--- config.mk ---
export PLATFORM = sky130hd
export DESIGN_NAME = mr_mulmod
export DESIGN_NICKNAME = d
export VERILOG_FILES = /design/src/rtl/core/mr_pkg.sv /design/src/rtl/core/mr_mulmod.sv
export VERILOG_INCLUDE_DIRS = /design/src /design/src/rtl/core
export SDC_FILE = /design/constraint.sdc
export NUM_CORES = 1
export LEC_CHECK = 0
export BUFFER_PORTS_ARGS = -buffer_cell sky130_fd_sc_hd__buf_2
export CAP_MARGIN = 5
export CORE_UTILIZATION = 38
export DETAILED_ROUTE_END_ITERATION = 6
export GPL_ROUTABILITY_DRIVEN = 0
export HOLD_SLACK_MARGIN = 0.08
export PLACE_DENSITY = 0.59
export SLEW_MARGIN = 20
export SYNTH_ARGS = -nofsm -noshare
export SYNTH_HDL_FRONTEND = slang
export SYNTH_SLANG_ARGS = --single-unit
--- constraint.sdc ---
create_clock -name clk -period 5.6 [get_ports clk]
set_input_delay 0.84 -clock clk [delete_from_list [all_inputs] [get_ports clk]]
set_output_delay 0.84 -clock clk [all_outputs]
set_load 0.01 [all_outputs]
--- src/rtl/core/assert_macros.svh ---
// assertion macros shared by the core modules
`ifndef ASSERT_MACROS_SVH
`define ASSERT_MACROS_SVH

// condition must never hold outside reset
`define ASSERT_NEVER(lbl, clk, rst, cond) \
  lbl: assert property (@(posedge clk) disable iff (rst) !(cond)) \
    else $error("assertion failed");

// antecedent implies consequent in the same cycle
`define ASSERT_IMPLIES(lbl, clk, rst, ante, cons) \
  lbl: assert property (@(posedge clk) disable iff (rst) (ante) |-> (cons)) \
    else $error("assertion failed");

// antecedent implies consequent in the next cycle
`define ASSERT_NEXT(lbl, clk, rst, ante, cons) \
  lbl: assert property (@(posedge clk) disable iff (rst) (ante) |=> (cons)) \
    else $error("assertion failed");

`endif

--- src/rtl/core/mr_pkg.sv ---
// package: widths, base table, state type and multiplier request types
package mr_pkg;

  localparam int WORD_BITS  = 64;
  localparam int CNT_W      = $clog2(WORD_BITS);
  localparam int R_W        = $clog2(WORD_BITS + 1);
  localparam int BASE_COUNT = 12;
  localparam int IDX_W      = $clog2(BASE_COUNT);

  typedef logic [WORD_BITS-1:0] word_t;

  typedef enum logic [3:0] {
    ST_IDLE,
    ST_DECOMP,
    ST_BASE,
    ST_REDUCE,
    ST_POW_STEP,
    ST_POW_MUL,
    ST_POW_SQR,
    ST_CHECK,
    ST_SQ_STEP,
    ST_SQ_WAIT,
    ST_NEXT,
    ST_DONE
  } state_t;

  typedef struct packed {
    logic  go;
    word_t a;
    word_t b;
    word_t m;
  } mul_req_t;

  typedef struct packed {
    logic  done;
    word_t prod;
  } mul_rsp_t;

  // fixed witness bases, in order
  function automatic word_t base_of(input logic [IDX_W-1:0] idx);
    word_t v;
    case (idx)
      IDX_W'(0):  v = WORD_BITS'(2);
      IDX_W'(1):  v = WORD_BITS'(3);
      IDX_W'(2):  v = WORD_BITS'(5);
      IDX_W'(3):  v = WORD_BITS'(7);
      IDX_W'(4):  v = WORD_BITS'(11);
      IDX_W'(5):  v = WORD_BITS'(13);
      IDX_W'(6):  v = WORD_BITS'(17);
      IDX_W'(7):  v = WORD_BITS'(19);
      IDX_W'(8):  v = WORD_BITS'(23);
      IDX_W'(9):  v = WORD_BITS'(29);
      IDX_W'(10): v = WORD_BITS'(31);
      IDX_W'(11): v = WORD_BITS'(37);
      default:    v = '0;
    endcase
    return v;
  endfunction

endpackage

--- src/rtl/core/mr_mulmod.sv ---
// bit-serial modular multiplier: one modular double or add per cycle
module mr_mulmod (
  input  logic             clk,
  input  logic             rst,
  input  mr_pkg::mul_req_t req,
  output mr_pkg::mul_rsp_t rsp
);
  import mr_pkg::*;
  `include "assert_macros.svh"

  word_t            acc;
  word_t            a;
  word_t            m;
  word_t            b_sh;
  logic [CNT_W-1:0] cnt;
  logic             phase;
  logic             active;
  logic             done;

  // (x + y) mod m for x, y below m
  function automatic word_t add_mod(input word_t x, input word_t y, input word_t md);
    logic [WORD_BITS:0] s;
    logic [WORD_BITS:0] t;
    s = {1'b0, x} + {1'b0, y};
    t = s - {1'b0, md};
    return (s >= {1'b0, md}) ? t[WORD_BITS-1:0] : s[WORD_BITS-1:0];
  endfunction

  always_ff @(posedge clk) begin
    if (rst) begin
      active <= 1'b0;
      done   <= 1'b0;
    end else begin
      done <= 1'b0;
      if (req.go) begin
        active <= 1'b1;
      end else if (active && phase && (cnt == '0)) begin
        active <= 1'b0;
        done   <= 1'b1;
      end
    end
  end

  always_ff @(posedge clk) begin
    if (req.go) begin
      a     <= req.a;
      b_sh  <= req.b;
      m     <= req.m;
      acc   <= '0;
      cnt   <= CNT_W'(WORD_BITS - 1);
      phase <= 1'b0;
    end else if (active) begin
      if (!phase) begin
        acc   <= add_mod(acc, acc, m);
        phase <= 1'b1;
      end else begin
        if (b_sh[WORD_BITS-1]) begin
          acc <= add_mod(acc, a, m);
        end
        b_sh  <= b_sh << 1;
        cnt   <= cnt - CNT_W'(1);
        phase <= 1'b0;
      end
    end
  end

  assign rsp.done = done;
  assign rsp.prod = acc;

  `ASSERT_NEVER(a_go_while_active, clk, rst, req.go && active)
  `ASSERT_IMPLIES(a_done_idle, clk, rst, done, !active)
  `ASSERT_IMPLIES(a_prod_reduced, clk, rst, done, acc < m)

endmodule

## Word level (Yosys, flattened, before mapping)

Index checks and enable logic that the tools add are counted.

- Output and inout port bits: 65
- Bits of input ports: 195
- Register bits after elaboration: 265

- Magnitude comparators: 2
- Muxes and demuxes: 11
- Add/sub/neg operators: 5
- Eq/ne operators: 1
- Reduce and logical (&&, ||, !) cells: 10

Operators with widths:

| cell | count |
|---|---|
| 2-to-1 mux 64 bit | 7 |
| adder 64 x 64 -> 65 bit | 2 |
| greater-or-equal comparator 65 x 64 -> 1 bit | 2 |
| subtractor 64 bit | 2 |
| zero test 6 bit | 1 |
| AND reduction 2 bit | 3 |
| nonzero test 2 bit | 3 |
| subtractor 6 x 1 -> 6 bit, second input constant | 1 |
| 2-to-1 mux 1 bit | 4 |
| logical AND 1 bit | 2 |
| inequality test 2 bit, second input constant | 1 |
| OR reduction 2 bit | 1 |

## Longest topological paths before layout

Gate-level depths: netlist (run 1).

- Depth after elaboration: 5
- Depth in mapped cells: 28
- Mapped depth without buffers: 24

## Worst setup path after synthesis (run 1)

OpenSTA, ideal clock, no wires.

- Path type: reg2reg
- From: register acc[0]
- To: register acc[61]
- Setup time: 115 ps
- Data required time: 5485 ps
- Data arrival time: 5320 ps
- Slack: 164 ps
- Stages on the path, launching flop included: 25
- Path through: dfxtp_1 ha_1 fa_1 a211oi_1 o21ai_2 o211ai_2 a31oi_1 o31ai_1 a221oi_2 o31ai_2 o41a_1 o21ai_1 xnor2_1 ha_1 a21oi_1 nor2b_1 a2111oi_0 o221ai_1 nor3_1 and3_1 clkbuf_1 buf_6 nor2_1 a221o_1 a31o_1

- Cells in the longest elaborated chain, start to end: 5
- Elaborated cells on any way between the ends: 10
- Those cells by class: add/sub (4); order compare (2); mux (4)

RTL lines:

| what | RTL line | source |
|---|---|---|
| start: declaration | mr_mulmod.sv:11 | `word_t acc;` |
| start signal: assignment | mr_mulmod.sv:54 | `acc <= add_mod(acc, acc, m);` |
| start signal: assignment | mr_mulmod.sv:58 | `acc <= add_mod(acc, a, m);` |
| adder 64 x 64 -> 65 bit | mr_mulmod.sv:24 | `s = {1'b0, x} + {1'b0, y};` |
| subtractor 64 bit or greater-or-equal comparator 65 x 64 -> 1 bit (tied branches) | mr_mulmod.sv:25, mr_mulmod.sv:26 |  |
| 2-to-1 mux 64 bit | mr_mulmod.sv:26 | `return (s >= {1'b0, md}) ? t[WORD_BITS-1:0] : s[WORD_BITS-1:0];` |
| 2-to-1 mux 64 bit | mr_mulmod.sv:57 | `if (b_sh[WORD_BITS-1]) begin` |
| 2-to-1 mux 64 bit * | mr_mulmod.sv:53 | `if (!phase) begin` |

Mark *: on every way between the ends. The rest lies on a longest branch, timed or not. The select of a mux whose other input is x is not followed.
A chain may end at the register's enable or synchronous reset.

## Worst setup path after layout (run 1)

- From: register a[5]
- To: register acc[6]

- Cells in the longest elaborated chain, start to end: 5
- Elaborated cells on any way between the ends: 6
- Those cells by class: add/sub (2); order compare (1); mux (3)

RTL lines:

| what | RTL line | source |
|---|---|---|
| start: declaration | mr_mulmod.sv:12 | `word_t a;` |
| start signal: assignment | mr_mulmod.sv:46 | `a <= req.a;` |
| adder 64 x 64 -> 65 bit * | mr_mulmod.sv:24 |  |
| subtractor 64 bit or greater-or-equal comparator 65 x 64 -> 1 bit (tied branches) | mr_mulmod.sv:25, mr_mulmod.sv:26 |  |
| 2-to-1 mux 64 bit * | mr_mulmod.sv:26 |  |
| 2-to-1 mux 64 bit * | mr_mulmod.sv:57 |  |
| 2-to-1 mux 64 bit * | mr_mulmod.sv:53 |  |

Marks and branches as above.

==> run metrics, run 1 <==
worst hold start=rst; clk slew on worst S/H paths=0.06 ns; CP endpoint kind=flip-flop; die area=60,100 µm²; critical path arrival=6.22 ns; Synth area leaders=edfxtp_1 26%, ha_1 11%, dfxtp_1 6.5%; CTS H-Tree Depth=2; failing checks=negative setup slack; total core area=58,000 µm²; pin count of the biggest net entering global routing=137; asr flop ratio synth=0%; 1st-iter DRT viols=1,983; number of max-cap violations=0; most common cell after layout, fill and taps aside=buf_4; skew final=0.0232 ns; WHS=0.434 ns; Hold EP=active; antenna-violating nets left=0; synthesized flop and latch total=265; clock latency on the worst-skew pair=0.57 ns; Worst Path Max Fanout=6; Fmax=0.175 GHz; Synth Area in Simple Gates=15.5%; Max Buffers Root-to-Sink=3; Routed WL=86,200 µm; Syn Inst Count=2,573; clock sinks=265; worst slew pin tran=1.04 ns; Hold Violations, Final=0; crit-path leading delay family=compound AO/OA/AOI/OAI gates; reg2reg path depth=28; layout cells sized above 1=31.9%; Buf/Inv on CP=8; Worst setup startpoint=a[5]; max incr delay on CP=0.38 ns; Ys Warns=0; Post-Syn Nets=2,964; Total GRT Usage=27.5%; Area growth syn-to-layout=33.6%; worst rel slew slack=30.3%; Post-synth EDFFs=192; fin worst setup slack=-0.125 ns; drt pass-1 iters=6; HP Class=primary input to flip-flop; drc violations=0; most frequent cells in the layout=389 x buf_4, 258 x buf_2, 257 x nand2_1, 239 x a21oi_1, 192 x edfxtp_1; highest-delay cell along the critical path=edfxtp_1; flop2flop setup slack=-0.12 ns; post-detailed-route wirelength per cell=21.8 µm; Die Y=245 µm; multiplexer share of the synthesized area=3.57%; hold path depth=2; # port buffers=259; row count=88; share of the synthesized area in the top cell type=25.7%; Period minus WS final=5.72 ns; Post-DP HPWL=65,900 µm; Setup CP Type=flip-flop to flip-flop; post-synthesis sequential area ratio=32.2%; Max Slew Vio Count=0; I/O Pins=260; total power=10.3 mW; first-pass GRT wire length=128,000 µm; largest family of logic cells by synthesized area=compound AO/OA/AOI/OAI gates; initial antenna violation count=7; vias in the first global route=22.5k; Vias/cell=5.85; RSZ-0062 raised after global routing=yes; Root Driver=clkbuf_16; post-synth top area cell=edfxtp_1; RR Startpoint=a[5]; TritonCTS buffer count=35; final setup violation count=49; Synth Area in Adders=11.0%; FILL cells=5,374; outcome=finished with violations; Compound-Gate Fraction of Synth Area=25.8%; Worst Setup Start Kind=flip-flop; grt ovf=0; worst endpoint required time=6.10 ns; PD cells=344 nW/µm²; initial core utilization=38.7%; die width=245 µm; post-synthesis cell area=22,500 µm²; syn_area_per_cell=8.73 µm²; Total Nets Final=3,559; via count=23.2k; CTS tree=built; peak supply drop=0.000238 V; setup TNS=-3.23 ns; XOR/XNOR Fraction of Synth Area=6.98%; most frequently used flop master after synthesis=edfxtp_1; # hold bufs at CTS=0; P_leak=13.2 nW; worst reg2reg path endpoint=acc[6]; Final period util=102%; Unique masters post-synth=105
==> area by class of cell <==
class	instances	area, µm²	area share [%]
Tap cell	765	957	3.19
Multi-Input combinational cell	2050	15300	50.9
Inverter	127	477	1.59
Antenna cell	2	5.00	0.0167
Clock buffer	44	910	3.03
Sequential cell	265	7230	24.1
Timing Repair Buffer	689	4880	16.3
Clock inverter	20	260	0.868
==> worst max-delay path by stage <==
stage          slack [ns]  endpoint  cells after the start
2_1_floorplan        0.16   acc[61]                     24
3_3_place_gp        -0.64    acc[9]                     28
3_5_place_dp        -0.77    acc[8]                     27
4_1_cts             -0.11    acc[8]                     28
5_1_grt             -0.28    acc[6]                     26
6_report            -0.12    acc[6]                     28
==> layer usage <==
layer / share of wire, % / track usage [%] / up-vias / wire, µm
met1: 41 / 35.9 / 10900 / 35600
met3: 9.2 / 5.90 / 280 / 7960
met2: 44 / 42.6 / 1170 / 38200
met5: 0.093 / 0 / - / 80
met4: 5.2 / 13.5 / 12 / 4440
li1: - / - / 10800 / -
==> cells by family (layout without fill, tap and decap cells) <==
group                    after synthesis  count (layout)
AO/OA/AOI/OAI                        870             870
XOR/XNOR                             179             179
adder cells (fa/ha/maj)              196             196
buffers and inverters                258             880
flip-flops                           265             265
multiplexers                          72              72
other                                  0               2
AND/OR/NAND/NOR                      733             733
==> power breakdown <==
part	switching (mW)	internal (mW)
clock network	0.937	1.40
registers	0.0951	2.29
logic	3.09	2.50
total	4.13	6.18
==> through the flow <==
| step | util [%] | cells | worst slack, ns | cell area, µm² |
|---|---|---|---|---|
| 2_1_floorplan | - | 2573 | 0.164 | 22500 |
| 3_3_place_gp | 46.6 | 3842 | -0.637 | 27000 |
| 3_5_place_dp | 46.6 | 3842 | -0.769 | 27000 |
| 4_1_cts | 49.8 | 3932 | -0.114 | 28900 |
| 5_1_grt | 51.7 | 3960 | -0.284 | 30000 |
| 6_report | 51.7 | 3962 | -0.125 | 30000 |
==> repair_timing <==
item                       in CTS  in global routing
resized for setup              90                178
setup endpoints to repair      64                 64
buffers inserted               22                 30
cloned                          4                  4
pin swaps                      52                 99
==> flip-flops by register name, indices dropped and copies added, names as in the netlist <==
register  count
a            64
acc          64
active        1
b_sh         64
cnt           6
done          1
m            64
phase         1
==> Yosys cell counts, drive strengths merged, types with 9 or more instances <==
| master | instances |
|---|---|
| nand2 | 292 |
| a21oi | 267 |
| ha | 193 |
| edfxtp | 192 |
| nor2 | 147 |
| o21ai | 142 |
| inv | 127 |
| xnor2 | 106 |
| a21o | 104 |
| clkbuf | 80 |
| dfxtp | 73 |
| xor2 | 73 |
| mux2 | 64 |
| nand4 | 64 |
| buf | 50 |
| a211oi | 49 |
| o211ai | 49 |
| nand3 | 47 |
| nor3 | 41 |
| a31oi | 40 |
| o21bai | 33 |
| nor2b | 24 |
| nand2b | 22 |
| o31ai | 22 |
| a311o | 18 |
| o21a | 17 |
| or3 | 17 |
| and2 | 16 |
| and3 | 14 |
| nor4 | 13 |
| o221ai | 11 |
| a21boi | 10 |
| a221oi | 10 |
| a211o | 9 |
No activity file was read; power rests on OpenSTA's default activity.
==> run 2: changes to the inputs <==
Settings changed: SKIP_LAST_GASP set to 1.
==> run metrics, run 2 (same netlist as run 1, synthesis figures left out) <==
number of max-cap violations=0 (unchanged); vias in the first global route=22.5k (+0.036%); most frequent cells in the layout=392 x buf_4, 271 x nand2_1, 258 x buf_2, 242 x a21oi_1, 192 x edfxtp_1; Post-DP HPWL=65,900 µm (unchanged); Hold EP=active; Buf/Inv on CP=9 (+1); failing checks=negative setup slack; row count=88 (unchanged); P_leak=13.0 nW (-0.95%); worst endpoint required time=6.10 ns (about the same); TritonCTS buffer count=35 (unchanged); worst slew pin tran=1.03 ns (-0.000862 ns); CP endpoint kind=flip-flop; final setup violation count=36 (-27%); initial core utilization=38.7% (unchanged); HP Class=primary input to flip-flop; fin worst setup slack=-0.106 ns (+0.0190 ns); Max Slew Vio Count=0 (unchanged); grt ovf=0 (unchanged); cell repeated most along the worst path=buf_4; Design Area, Final=29,700 µm² (-1.0%); Vias/cell=5.87 (+0.27%); drt pass-1 iters=6 (unchanged); Period minus WS final=5.71 ns (-0.0190 ns); worst hold start=rst; outcome=finished with violations; hold path depth=2 (unchanged); Die Y=245 µm (unchanged); initial antenna violation count=8 (+1); Worst Path Max Fanout=6 (unchanged); setup TNS=-1.80 ns (+1.42 ns); critical path arrival=6.20 ns (-0.02 ns); crit-path leading delay family=compound AO/OA/AOI/OAI gates; antenna-violating nets left=0 (unchanged); RSZ-0062 raised after global routing=yes; PD cells=342 nW/µm² (-0.43%); # hold bufs at CTS=0 (unchanged); Root Driver=clkbuf_16; Final period util=102% (-0.34 points); CTS tree=built; most common cell after layout, fill and taps aside=buf_4; clock latency on the worst-skew pair=0.57 ns (about the same); drc violations=0 (unchanged); reg2reg path depth=29 (+3.6%); die area=60,100 µm² (unchanged); CTS H-Tree Depth=2 (unchanged); Area growth syn-to-layout=32.2%; Total Nets Final=3,551 (-0.22%); Post-DP Area=27,000 µm² (unchanged); RR Startpoint=a[14]; layout cells sized above 1=31.0% (-0.96 points); 1st-iter DRT viols=2,018 (+1.8%); peak supply drop=0.000238 V (about the same); worst reg2reg path endpoint=acc[6]; flop2flop setup slack=-0.11 ns (+0.02 ns); I/O Pins=260 (unchanged); FILL cells=5,417 (+0.80%); multi-input logic area=15,100 µm² (-1.2%); Hold Violations, Final=0 (unchanged); Total GRT Usage=27.5% (about the same); total core area=58,000 µm² (unchanged); highest-delay cell along the critical path=edfxtp_1; Worst Setup Start Kind=flip-flop; Max Buffers Root-to-Sink=3 (unchanged); via count=23.2k (+0.043%); clock sinks=265 (unchanged); # port buffers=259 (unchanged); first-pass GRT wire length=128,000 µm (about the same); die width=245 µm (unchanged); post-detailed-route wirelength per cell=21.7 µm (-0.25%); Fmax=0.175 GHz (+0.33%); Routed WL=85,800 µm (-0.48%); Reg area=7230 µm² (unchanged); Setup CP Type=flip-flop to flip-flop; clk slew on worst S/H paths=0.06 ns (about the same); skew final=0.0219 ns (-0.00129 ns); max incr delay on CP=0.40 ns (+0.02 ns); worst rel slew slack=31.0% (+0.69 points); pin count of the biggest net entering global routing=137 (unchanged)
[run 2: cell types whose count changed in the layout (fill, tap and decap cells not counted), moves of 3 or more]
cell / delta
nand2_4: -4
a21oi_2: -3
buf_6: -9
nand2_1: +14
nand2_2: -9
a21oi_1: +3
buf_4: +3
[run 2: metal layers]
metal | vias to the layer above | part of all wire [%] | track usage, %
met1 | 10900 | 41 | 35.9
met4 | 12 | 5.2 | 13.5
li1 | 10800 | - | -
met2 | 1189 | 44 | 42.6
met3 | 270 | 9.4 | 5.93
met5 | - | 0.093 | 0
[run 2: final cells by class]
cell class / instances / area share [%]
Inverter: 127 / 1.61
Antenna cell: 1 / 0.00843
Timing Repair Buffer: 681 / 16.0
Clock inverter: 20 / 0.877
Sequential cell: 265 / 24.4
Tap cell: 765 / 3.22
Clock buffer: 44 / 3.06
Multi-Input combinational cell: 2050 / 50.8
[run 2: worst register-to-register path, delay by kind of cell (launching register included)]
kind                     cells  cell delay, ns
adder cells (fa/ha/maj)      2            0.61
flip-flops                   1            0.40
AO/OA/AOI/OAI               13            2.35
buffers and inverters        9            1.37
AND/OR/NAND/NOR              4            0.70
XOR/XNOR                     1            0.25
[run 2: worst max-delay path by stage]
stage / startpoint / end / cells after the start
after CTS: a[12] / acc[8] / 28
after detailed placement: a[1] / acc[8] / 27
after floorplan: acc[0] / acc[61] / 24
final: a[14] / acc[6] / 29
after global routing: a[17] / acc[34] / 29
after global placement: a[0] / acc[9] / 28
[run 2: stage by stage]
| stage | util, % | total power [mW] | std cells | hold slack (ns) | setup slack (ns) |
|---|---|---|---|---|---|
| after floorplan | - | 5.22 | 2573 | 0.459 | 0.164 |
| after global placement | 46.6 | 6.97 | 3842 | 0.474 | -0.637 |
| after detailed placement | 46.6 | 7.01 | 3842 | 0.501 | -0.769 |
| after CTS | 49.8 | 9.74 | 3932 | 0.403 | -0.114 |
| after global routing | 51.1 | 10.6 | 3952 | 0.426 | -0.313 |
| final | 51.2 | 10.2 | 3953 | 0.436 | -0.106 |
[run 2: repair_timing]
item                                   in CTS  in global routing
endpoints found under the hold margin       0                  0
setup endpoints to repair                  64                 64
cloned                                      4                  2
pin swaps                                  51                 79
buffers inserted                           22                 22
resized for setup                          84                133
[run 2: where the power goes]
group          switching [mW]  leakage (nW)  internal, mW
registers              0.0948          2.48          2.29
clock network           0.941         0.571          1.40
logic                    3.02          10.0          2.42
total                    4.06          13.0          6.10
